<file path="src/rtl/tct_pkg.sv">
// ----------------------------------------------------------------------------
// Text console package
// Screen geometry, control byte codes and the types shared by the console
// modules.
// ----------------------------------------------------------------------------
package tct_pkg;

  // Screen geometry.
  localparam int COLUMNS = 80;
  localparam int LINES   = 25;
  localparam int CELLS   = COLUMNS * LINES;

  localparam int COL_W  = $clog2(COLUMNS);
  localparam int ROW_W  = $clog2(LINES);
  localparam int ADDR_W = $clog2(CELLS);
  localparam int CELL_W = 16;

  // Reported positions are 11 bits wide whatever the geometry.
  localparam int POS_W = 11;
  localparam int LIN_W = (ADDR_W > POS_W) ? ADDR_W : POS_W;

  // Stream widths.
  localparam int IN_DATA_W  = 8;
  localparam int OUT_DATA_W = 48;
  localparam int CFG_IDX_W  = 1;
  localparam int CFG_DATA_W = 4;

  // Configuration register indexes.
  localparam logic [CFG_IDX_W-1:0] REG_FOREGROUND = 1'd0;
  localparam logic [CFG_IDX_W-1:0] REG_BACKGROUND = 1'd1;

  // Item modes.
  localparam logic MODE_PUT   = 1'b0;
  localparam logic MODE_CLEAR = 1'b1;

  // Control bytes.
  localparam logic [7:0] CH_BS    = 8'h08;
  localparam logic [7:0] CH_TAB   = 8'h09;
  localparam logic [7:0] CH_LF    = 8'h0A;
  localparam logic [7:0] CH_CR    = 8'h0D;
  localparam logic [7:0] CH_SPACE = 8'h20;

  localparam int TAB_STEP = 4;

  // Cell value used by the clearing pass after reset.
  localparam logic [CELL_W-1:0] RESET_BLANK = 16'h0720;

  // Command to the screen store sequencer.
  typedef struct packed {
    logic              start;
    logic              scroll;
    logic [CELL_W-1:0] blank;
  } store_cmd_t;

  // Outcome of one character on the cursor.
  typedef struct packed {
    logic [COL_W-1:0]  col;
    logic [ROW_W-1:0]  row;
    logic              written;
    logic [COL_W-1:0]  addr_col;
    logic [ROW_W-1:0]  addr_row;
    logic [CELL_W-1:0] value;
    logic              scroll;
  } step_t;

endpackage

</file>
<file path="src/rtl/tct_ram.sv">
// ----------------------------------------------------------------------------
// Generic RAM
// One write port and one read port with registered read data.
// ----------------------------------------------------------------------------
module tct_ram #(
  parameter int WIDTH = 16,
  parameter int DEPTH = 2000
) (
  input  logic                     clk,
  input  logic                     we,
  input  logic [$clog2(DEPTH)-1:0] waddr,
  input  logic [WIDTH-1:0]         wdata,
  input  logic [$clog2(DEPTH)-1:0] raddr,
  output logic [WIDTH-1:0]         rdata
);

  logic [WIDTH-1:0] mem [DEPTH];

  // Write port and registered read port.
  always_ff @(posedge clk) begin
    if (we) begin
      mem[waddr] <= wdata;
    end
    rdata <= mem[raddr];
  end

endmodule

</file>
<file path="src/rtl/tct_cursor.sv">
// ----------------------------------------------------------------------------
// Cursor step
// Works out where the cursor goes for one byte, which cell it writes and
// whether the screen has to scroll.
// ----------------------------------------------------------------------------
module tct_cursor (
  input  logic [tct_pkg::COL_W-1:0] col,
  input  logic [tct_pkg::ROW_W-1:0] row,
  input  logic [7:0]                char_code,
  input  logic [7:0]                attr,
  output tct_pkg::step_t            step
);

  logic [tct_pkg::COL_W:0] colx;
  logic [tct_pkg::ROW_W:0] rowx;

  // Apply the byte, then wrap at the line end and at the last row.
  always_comb begin
    colx          = {1'b0, col};
    rowx          = {1'b0, row};
    step.written  = 1'b0;
    step.addr_col = col;
    step.addr_row = row;
    step.value    = '0;
    step.scroll   = 1'b0;

    case (char_code)
      tct_pkg::CH_BS: begin
        if (col != '0 || row != '0) begin
          if (col == '0) begin
            rowx = rowx - 1'b1;
            colx = (tct_pkg::COL_W+1)'(tct_pkg::COLUMNS - 1);
          end else begin
            colx = colx - 1'b1;
          end
          step.addr_col = colx[tct_pkg::COL_W-1:0];
          step.addr_row = rowx[tct_pkg::ROW_W-1:0];
          step.value    = {attr, tct_pkg::CH_SPACE};
          step.written  = 1'b1;
        end
      end
      tct_pkg::CH_TAB: begin
        colx = colx + (tct_pkg::COL_W+1)'(tct_pkg::TAB_STEP);
      end
      tct_pkg::CH_CR: begin
        colx = '0;
      end
      tct_pkg::CH_LF: begin
        rowx = rowx + 1'b1;
        colx = '0;
      end
      default: begin
        step.value   = {attr, char_code};
        step.written = 1'b1;
        colx         = colx + 1'b1;
      end
    endcase

    if (colx >= (tct_pkg::COL_W+1)'(tct_pkg::COLUMNS)) begin
      colx = '0;
      rowx = rowx + 1'b1;
    end
    if (rowx >= (tct_pkg::ROW_W+1)'(tct_pkg::LINES)) begin
      rowx        = (tct_pkg::ROW_W+1)'(tct_pkg::LINES - 1);
      step.scroll = 1'b1;
    end

    step.col = colx[tct_pkg::COL_W-1:0];
    step.row = rowx[tct_pkg::ROW_W-1:0];
  end

endmodule

</file>
<file path="src/rtl/tct_store.sv">
// ----------------------------------------------------------------------------
// Screen store
// Holds the cell memory and sweeps it one cell a cycle to clear it or to
// scroll it up one line; single cell writes pass straight through.
// ----------------------------------------------------------------------------
module tct_store (
  input  logic                              clk,
  input  logic                              rst,
  input  tct_pkg::store_cmd_t               cmd,
  input  logic                              cell_we,
  input  logic [tct_pkg::ADDR_W-1:0]        cell_addr,
  input  logic [tct_pkg::CELL_W-1:0]        cell_data,
  output logic                              busy
);

  localparam logic [tct_pkg::ADDR_W-1:0] LAST_CELL =
    tct_pkg::ADDR_W'(tct_pkg::CELLS - 1);
  localparam logic [tct_pkg::ADDR_W-1:0] COPY_CELLS =
    tct_pkg::ADDR_W'(tct_pkg::CELLS - tct_pkg::COLUMNS);
  localparam logic [tct_pkg::ADDR_W-1:0] LINE_CELLS =
    tct_pkg::ADDR_W'(tct_pkg::COLUMNS);

  logic                       running;
  logic                       is_scroll;
  logic [tct_pkg::CELL_W-1:0] blank;
  logic [tct_pkg::ADDR_W-1:0] cnt;
  logic                       copy_now;

  logic                       wv;
  logic                       wcopy;
  logic [tct_pkg::ADDR_W-1:0] wa;

  logic                       ram_we;
  logic [tct_pkg::ADDR_W-1:0] ram_waddr;
  logic [tct_pkg::CELL_W-1:0] ram_wdata;
  logic [tct_pkg::CELL_W-1:0] ram_rdata;

  // Cells above the last line are copied from one line further down.
  assign copy_now = running && is_scroll && (cnt < COPY_CELLS);

  // Sweep counter: every sweep covers all cells once. Reset starts the
  // clearing pass with the power-on blank.
  always_ff @(posedge clk) begin
    if (rst) begin
      running   <= 1'b1;
      is_scroll <= 1'b0;
      blank     <= tct_pkg::RESET_BLANK;
      cnt       <= '0;
    end else if (cmd.start) begin
      running   <= 1'b1;
      is_scroll <= cmd.scroll;
      blank     <= cmd.blank;
      cnt       <= '0;
    end else if (running) begin
      if (cnt == LAST_CELL) begin
        running <= 1'b0;
        cnt     <= '0;
      end else begin
        cnt <= cnt + 1'b1;
      end
    end
  end

  // Write stage, in the cycle after the read issued by the counter.
  always_ff @(posedge clk) begin
    if (rst) begin
      wv <= 1'b0;
    end else begin
      wv <= running;
    end
    wa    <= cnt;
    wcopy <= copy_now;
  end

  assign busy = running || wv;

  // Single cell writes must only come while no sweep runs; the store does not enforce this.
  always_comb begin
    if (cell_we) begin
      ram_we    = 1'b1;
      ram_waddr = cell_addr;
      ram_wdata = cell_data;
    end else begin
      ram_we    = wv;
      ram_waddr = wa;
      ram_wdata = wcopy ? ram_rdata : blank;
    end
  end

  tct_ram #(
    .WIDTH(tct_pkg::CELL_W),
    .DEPTH(tct_pkg::CELLS)
  ) u_ram (
    .clk  (clk),
    .we   (ram_we),
    .waddr(ram_waddr),
    .wdata(ram_wdata),
    .raddr(cnt + LINE_CELLS),
    .rdata(ram_rdata)
  );

  // A single write never lands on top of a sweep write.
  a_no_collision: assert property (@(posedge clk) disable iff (rst)
    !(cell_we && wv))
    else $error("cell write collided with a sweep write");

  // A sweep only ends after the last cell.
  a_sweep_end: assert property (@(posedge clk) disable iff (rst)
    $fell(running) && !$past(cmd.start) |-> $past(cnt) == LAST_CELL)
    else $error("sweep ended early");

endmodule

</file>
<file path="src/rtl/text_console_teletype.sv">
// ----------------------------------------------------------------------------
// Text console teletype
// Character-cell console with a cursor, a screen store and scrolling.
// ----------------------------------------------------------------------------
// Usage: items arrive on the s_ stream, one byte in s_tdata with s_tuser
// set for a clear-screen command. Each item gives exactly one result item on
// the m_ stream: the cursor position after the item, the cell written (if
// any), and scroll and clear flags. Colors are set through the write port
// (cfg_we, cfg_index, cfg_data); the user is to write them only while the
// console is idle; the block does not enforce it. A plain item passes the
// STEP and DONE states before the output register raises m_tvalid. A
// clear or a scroll first sweeps the whole store one cell a cycle. The
// sweep length is set by the single write port of the screen memory.
// Throughput: one item at a time; s_tready is high only while the console
// is waiting for an item. A result waiting on a stalled receiver does not
// stop the next item from being accepted, but that item's result waits
// until the output register is free.
// Reset: a clearing pass writes 0x0720 to every cell; s_tready stays low
// during it. The cursor goes home, colors go to 7 on 0.
// ----------------------------------------------------------------------------
module text_console_teletype (
  input  logic                              clk,
  input  logic                              rst,
  // Input item: s_tdata = char_code[7:0]; s_tuser = mode.
  input  logic                              s_tvalid,
  output logic                              s_tready,
  input  logic [tct_pkg::IN_DATA_W-1:0]     s_tdata,
  input  logic                              s_tuser,
  // Result item: m_tdata = cursor_position[10:0], cell_written[11],
  // cell_address[22:12], cell_value[38:23], did_scroll[39], did_clear[40],
  // zero padding up to bit 47.
  output logic                              m_tvalid,
  input  logic                              m_tready,
  output logic [tct_pkg::OUT_DATA_W-1:0]    m_tdata,
  // Configuration write port.
  input  logic                              cfg_we,
  input  logic [tct_pkg::CFG_IDX_W-1:0]     cfg_index,
  input  logic [tct_pkg::CFG_DATA_W-1:0]    cfg_data
);

  localparam logic [2:0] ST_INIT  = 3'd0;
  localparam logic [2:0] ST_IDLE  = 3'd1;
  localparam logic [2:0] ST_STEP  = 3'd2;
  localparam logic [2:0] ST_SWEEP = 3'd3;
  localparam logic [2:0] ST_DONE  = 3'd4;

  logic [2:0] state;
  logic [2:0] state_next;

  logic                       mode_q;
  logic [7:0]                 ch_q;
  logic [3:0]                 fg;
  logic [3:0]                 bg;
  logic [7:0]                 attr;
  logic [tct_pkg::COL_W-1:0]  col;
  logic [tct_pkg::ROW_W-1:0]  row;

  logic                       res_written;
  logic [tct_pkg::POS_W-1:0]  res_addr;
  logic [tct_pkg::CELL_W-1:0] res_value;
  logic                       res_scroll;
  logic                       res_clear;

  logic [tct_pkg::POS_W-1:0]  out_pos;
  logic                       out_written;
  logic [tct_pkg::POS_W-1:0]  out_addr;
  logic [tct_pkg::CELL_W-1:0] out_value;
  logic                       out_scroll;
  logic                       out_clear;

  tct_pkg::step_t             step;
  tct_pkg::store_cmd_t        cmd;
  logic                       busy;
  logic                       cell_we;

  logic [tct_pkg::COL_W-1:0]  mcol;
  logic [tct_pkg::ROW_W-1:0]  mrow;
  logic [tct_pkg::LIN_W-1:0]  lin;

  logic                       accept;
  logic                       out_free;

  assign attr     = {bg, fg};
  assign accept   = s_tvalid && s_tready;
  assign s_tready = (state == ST_IDLE);
  assign out_free = !m_tvalid || m_tready;

  // Color registers.
  always_ff @(posedge clk) begin
    if (rst) begin
      fg <= 4'd7;
      bg <= 4'd0;
    end else if (cfg_we) begin
      case (cfg_index)
        tct_pkg::REG_FOREGROUND: fg <= cfg_data;
        tct_pkg::REG_BACKGROUND: bg <= cfg_data;
        default: ;
      endcase
    end
  end

  tct_cursor u_cursor (
    .col      (col),
    .row      (row),
    .char_code(ch_q),
    .attr     (attr),
    .step     (step)
  );

  // Linear index unit: gives the written cell's address during the step and
  // the cursor position when the result is formed.
  always_comb begin
    if (state == ST_STEP) begin
      mcol = step.addr_col;
      mrow = step.addr_row;
    end else begin
      mcol = col;
      mrow = row;
    end
  end

  assign lin = tct_pkg::LIN_W'(mrow) * tct_pkg::LIN_W'(tct_pkg::COLUMNS)
             + tct_pkg::LIN_W'(mcol);

  // Store commands: the character write and the start of a clear or scroll.
  assign cell_we = (state == ST_STEP) && (mode_q == tct_pkg::MODE_PUT) && step.written;

  always_comb begin
    cmd.blank  = {attr, tct_pkg::CH_SPACE};
    cmd.scroll = (mode_q == tct_pkg::MODE_PUT);
    cmd.start  = (state == ST_STEP)
              && ((mode_q == tct_pkg::MODE_CLEAR) || step.scroll);
  end

  tct_store u_store (
    .clk      (clk),
    .rst      (rst),
    .cmd      (cmd),
    .cell_we  (cell_we),
    .cell_addr(lin[tct_pkg::ADDR_W-1:0]),
    .cell_data(step.value),
    .busy     (busy)
  );

  // Sequencer.
  always_comb begin
    state_next = state;
    case (state)
      ST_INIT:  if (!busy) state_next = ST_IDLE;
      ST_IDLE:  if (accept) state_next = ST_STEP;
      ST_STEP:  state_next = cmd.start ? ST_SWEEP : ST_DONE;
      ST_SWEEP: if (!busy) state_next = ST_DONE;
      ST_DONE:  if (out_free) state_next = ST_IDLE;
      default:  state_next = ST_INIT;
    endcase
  end

  always_ff @(posedge clk) begin
    if (rst) begin
      state <= ST_INIT;
    end else begin
      state <= state_next;
    end
  end

  // Item capture.
  always_ff @(posedge clk) begin
    if (accept) begin
      mode_q <= s_tuser;
      ch_q   <= s_tdata;
    end
  end

  // Cursor update and per-item flags.
  always_ff @(posedge clk) begin
    if (rst) begin
      col <= '0;
      row <= '0;
    end else if (state == ST_STEP) begin
      if (mode_q == tct_pkg::MODE_CLEAR) begin
        col <= '0;
        row <= '0;
      end else begin
        col <= step.col;
        row <= step.row;
      end
    end
  end

  always_ff @(posedge clk) begin
    if (state == ST_STEP) begin
      if (mode_q == tct_pkg::MODE_CLEAR) begin
        res_written <= 1'b0;
        res_addr    <= '0;
        res_value   <= '0;
        res_scroll  <= 1'b0;
        res_clear   <= 1'b1;
      end else begin
        res_written <= step.written;
        res_addr    <= step.written ? lin[tct_pkg::POS_W-1:0] : '0;
        res_value   <= step.value;
        res_scroll  <= step.scroll;
        res_clear   <= 1'b0;
      end
    end
  end

  // Output register.
  always_ff @(posedge clk) begin
    if (rst) begin
      m_tvalid <= 1'b0;
    end else if (state == ST_DONE && out_free) begin
      m_tvalid <= 1'b1;
    end else if (m_tready) begin
      m_tvalid <= 1'b0;
    end
  end

  always_ff @(posedge clk) begin
    if (state == ST_DONE && out_free) begin
      out_pos     <= lin[tct_pkg::POS_W-1:0];
      out_written <= res_written;
      out_addr    <= res_addr;
      out_value   <= res_value;
      out_scroll  <= res_scroll;
      out_clear   <= res_clear;
    end
  end

  assign m_tdata = {7'd0, out_clear, out_scroll, out_value, out_addr, out_written, out_pos};

  // No item is taken while the store is sweeping.
  a_accept_idle_store: assert property (@(posedge clk) disable iff (rst)
    accept |-> !busy)
    else $error("item accepted during a store sweep");

  // A scrolled result leaves the cursor on the last row.
  a_scroll_row: assert property (@(posedge clk) disable iff (rst)
    (state == ST_DONE) && res_scroll |-> row == tct_pkg::ROW_W'(tct_pkg::LINES - 1))
    else $error("scroll without cursor on last row");

  // A clear homes the cursor.
  a_clear_home: assert property (@(posedge clk) disable iff (rst)
    (state == ST_DONE) && res_clear |-> (col == '0) && (row == '0))
    else $error("clear left the cursor away from home");

endmodule
</file>
<file path="config.mk">
export PLATFORM = sky130hd
export DESIGN_NAME = text_console_teletype
export DESIGN_NICKNAME = d
export VERILOG_FILES = /design/src/rtl/tct_pkg.sv /design/src/rtl/tct_ram.sv /design/src/rtl/tct_cursor.sv /design/src/rtl/tct_store.sv /design/src/rtl/text_console_teletype.sv
export SDC_FILE = /design/constraint.sdc
export NUM_CORES = 1
export LEC_CHECK = 0
export BUFFER_PORTS_ARGS = -buffer_cell sky130_fd_sc_hd__buf_4
export CAP_MARGIN = 40
export CORE_MARGIN = 10
export CORE_UTILIZATION = 25
export CTS_CLUSTER_DIAMETER = 50
export DETAILED_ROUTE_END_ITERATION = 16
export PLACE_DENSITY = 0.51
export SETUP_SLACK_MARGIN = 0.2
export SLEW_MARGIN = 20
export SYNTH_ARGS = -nofsm -noshare
export SYNTH_HDL_FRONTEND = slang
export SYNTH_SLANG_ARGS = --single-unit
</file>
<file path="constraint.sdc">
create_clock -name clk -period 13.44 [get_ports clk]
set_input_delay 1.344 -clock clk [delete_from_list [all_inputs] [get_ports clk]]
set_output_delay 1.344 -clock clk [all_outputs]
set_load 0.03 [all_outputs]
</file>
==> impl_metrics.yaml <==
run_status:
  outcome: "finished clean"
clock_network:
  cts.sinks: 117
  clock-root-buffer: "clkbuf_16"
  clk-insertion-delay-late_ns: 0.43
  cts_buffer_depth: 2
  cts_tree: "built"
  cts_htree_levels: 4
  cts-resized-gates: 0
  numCtsBuffers: 17
  clk_pin_slew_ns: 0.06
  ctsHoldBuffers: 0
  post_cts_buffers: 0
routing:
  ant_nets: 0
  dr.pass1.iters: 4
  vias_per_cell: 4.50
  num_vias: 4250
  drt-total-wl_um: 13600
  drc: 0
  drt-initial-drc-count: 297
  routedWlPerCell_um: 14.4
sta:
  hold_viol: 0
  post-route-min-period_ns: 4.50
  setup_viol: 0
  finClkSkew_ns: 0.0152
  worst_pin_slew_ns: 0.703
  finalCritPeriodShare_pct: 33.5
  relSlewSlack_pct: 52.8
  tns_ns: 0
  rsz0062_at_grt: "false"
  whs_ns: 0.411
  drv_slew: 0
  max_freq_mhz: 222
synth:
  avgSynthCellArea_um2: 10.6
  yosysTopAreaCell: "edfxtp_1"
  ys.flop_type: "edfxtp_1"
  synth_common_cells: "edfxtp_1, nand2_1, nor2_1"
  synth_async_sr_flop_share_pct: 0
  syn_inst: 557
  synth_edf_count: 80
  synthTopCellsByArea: "edfxtp_1, dfxtp_1, ha_1"
  synth_top_area_share_pct: 40.8
  ys_seq_area_share_pct: 53.4
  syn-cell-area_um2: 5890
  synth.most_common_cell: "edfxtp_1"
  yosys_register_bits: 117
  synth.distinct_cells: 68
  yosysWarnings: 0
finish:
  fillers: 2398
  syn_to_final_growth_pct: 23.3
  nets: 652
  drive_gt1_share_pct: 19.0
  antennaDiodeCount: 0
power_and_ir_drop:
  combPwrFrac_pct: 2.0
  power_switching_mw: 0.175
  power.density_nw_per_um2: 120
  p_int_mw: 0.695
  p_clk_share_pct: 53.7
  seqPwrFrac_pct: 44.4
  ir_drop_v: 0.0000615
  leakagePower_nw: 2.68
  netSwitchingFraction_pct: 20.2
global_route:
  grt_max_degree: 36
  grt_first_pass_wirelength_um: 22300
  antenna_found_initial: 0
  grt_usage_pct: 9.22
  grt_pass1_vias: 4162
  overflow: 0
worst_setup_path:
  cp_max_fo: 8
  end_kind: "flip-flop"
  critical_path_class: "flip-flop to flip-flop"
  critPathRequiredTime_ns: 13.63
  crit_path_cell_trace: "or4b_1 -> or3_1 -> nor2_1 -> nand3_1 -> mux2_2 -> ha_1 -> ha_1 -> fa_1 -> xor2_1 -> nand4_1 -> xor2_1 -> xnor2_1 -> and2_1"
  critPathMaxStageDelay_ns: 0.69
  start_kind: "flip-flop"
  critPathArrivalTime_ns: 4.69
  slowest_stage: "or4b_1"
placed_design:
  hpwl_um: 9790
  gp_congestion: 0.827
  io_buffers: 61
job:
  maxCapViolations: 0
floorplan:
  ios: 69
  fp.dieArea_um2: 30100
  start_util_pct: 25.2
  core.rowCount: 56
  core_area_um2: 23300
  dieHeight_um: 173
  die_x_um: 173
min_path:
  hold_class: "flip-flop to flip-flop"
==> path summary, 6_finish.rpt <==
check | from | to | slack (ns) | cells past startpoint
worst min-delay path | res_value[8] | out_value[8] | 0.41 | 0
worst min register to register | res_value[8] | out_value[8] | 0.41 | 0
worst max-delay path | ch_q[5] | res_addr[10] | 8.94 | 13
worst max register to register | ch_q[5] | res_addr[10] | 8.94 | 13
==> state kept, by name (all words and copies together), names as in the netlist <==
register	cells
fg	4
out_clear	1
col	7
state	3
res_clear	1
m_tvalid	1
bg	4
out_value	16
res_written	1
out_written	1
res_scroll	1
out_scroll	1
mode_q	1
u_store.running	1
u_store.wv	1
out_addr	11
u_store.cnt	11
res_addr	11
res_value	16
out_pos	11
ch_q	8
row	5
==> cell type report <==
class / count / area (µm²) / area share (%)
well taps: 319 / 399 / 5.50
multi-input cells: 393 / 2510 / 34.6
flip-flops and latches: 117 / 3140 / 43.3
repair buffers: 66 / 508 / 7.00
inverters: 18 / 67.6 / 0.931
clock inverters: 8 / 80.1 / 1.10
clock buffers: 24 / 547 / 7.53
==> kinds of logic after synthesis <==
group                    synth area share [%]
XOR/XNOR                                 2.97
AND/OR/NAND/NOR                          20.6
flip-flops                               53.4
other                                  0.0637
AO/OA/AOI/OAI                            13.1
buffers and inverters                    4.33
adder cells (fa/ha/maj)                  4.50
multiplexers                             1.04
==> through the flow <==
stage,cells,cell area (µm²),utilization [%],setup slack [ns],power [mW]
after floorplan,563,5910,-,9.13,0.405
after global placement,912,6610,28.3,9.11,0.410
after detailed placement,913,6630,28.4,8.96,0.410
after CTS,945,7260,31.1,8.95,0.880
after global routing,945,7260,31.1,8.56,0.899
final,945,7260,31.1,8.94,0.870
==> cell usage in the layout (no fill, tap or decap), drive strengths merged, types with 18 or more instances in the layout <==
master / instances
inv: 19
o21ai: 21
and2: 24
a21oi: 30
nor2: 55
dfxtp: 37
buf: 66
nand3: 20
edfxtp: 80
nand2: 50
ha: 18
clkbuf: 24
==> power groups by stage <==
stage | clock [mW] | sequential [mW] | combinational, mW
6_report | 0.467 | 0.386 | 0.0170
5_1_grt | 0.494 | 0.386 | 0.0190
4_1_cts | 0.477 | 0.386 | 0.0171
3_5_place_dp | 0 | 0.393 | 0.0172
3_3_place_gp | 0 | 0.393 | 0.0169
2_1_floorplan | 0 | 0.393 | 0.0123
==> critical path, delay by kind of cell, from the launching register on <==
family        cells  cell delay (ns)
xor+xnor          3             0.53
fa+ha+maj         3             0.89
flops             1             0.41
mux               1             0.33
simple gates      6             2.11
==> layer usage <==
layer	up-vias	GRT usage (%)	wire, µm
li1	2160	-	-
met1	1977	11.3	6280
met2	93	14.1	6210
met3	20	2.92	795
met4	0	5.21	302
met5	-	0	0
Power figures use the tool's default switching activity.
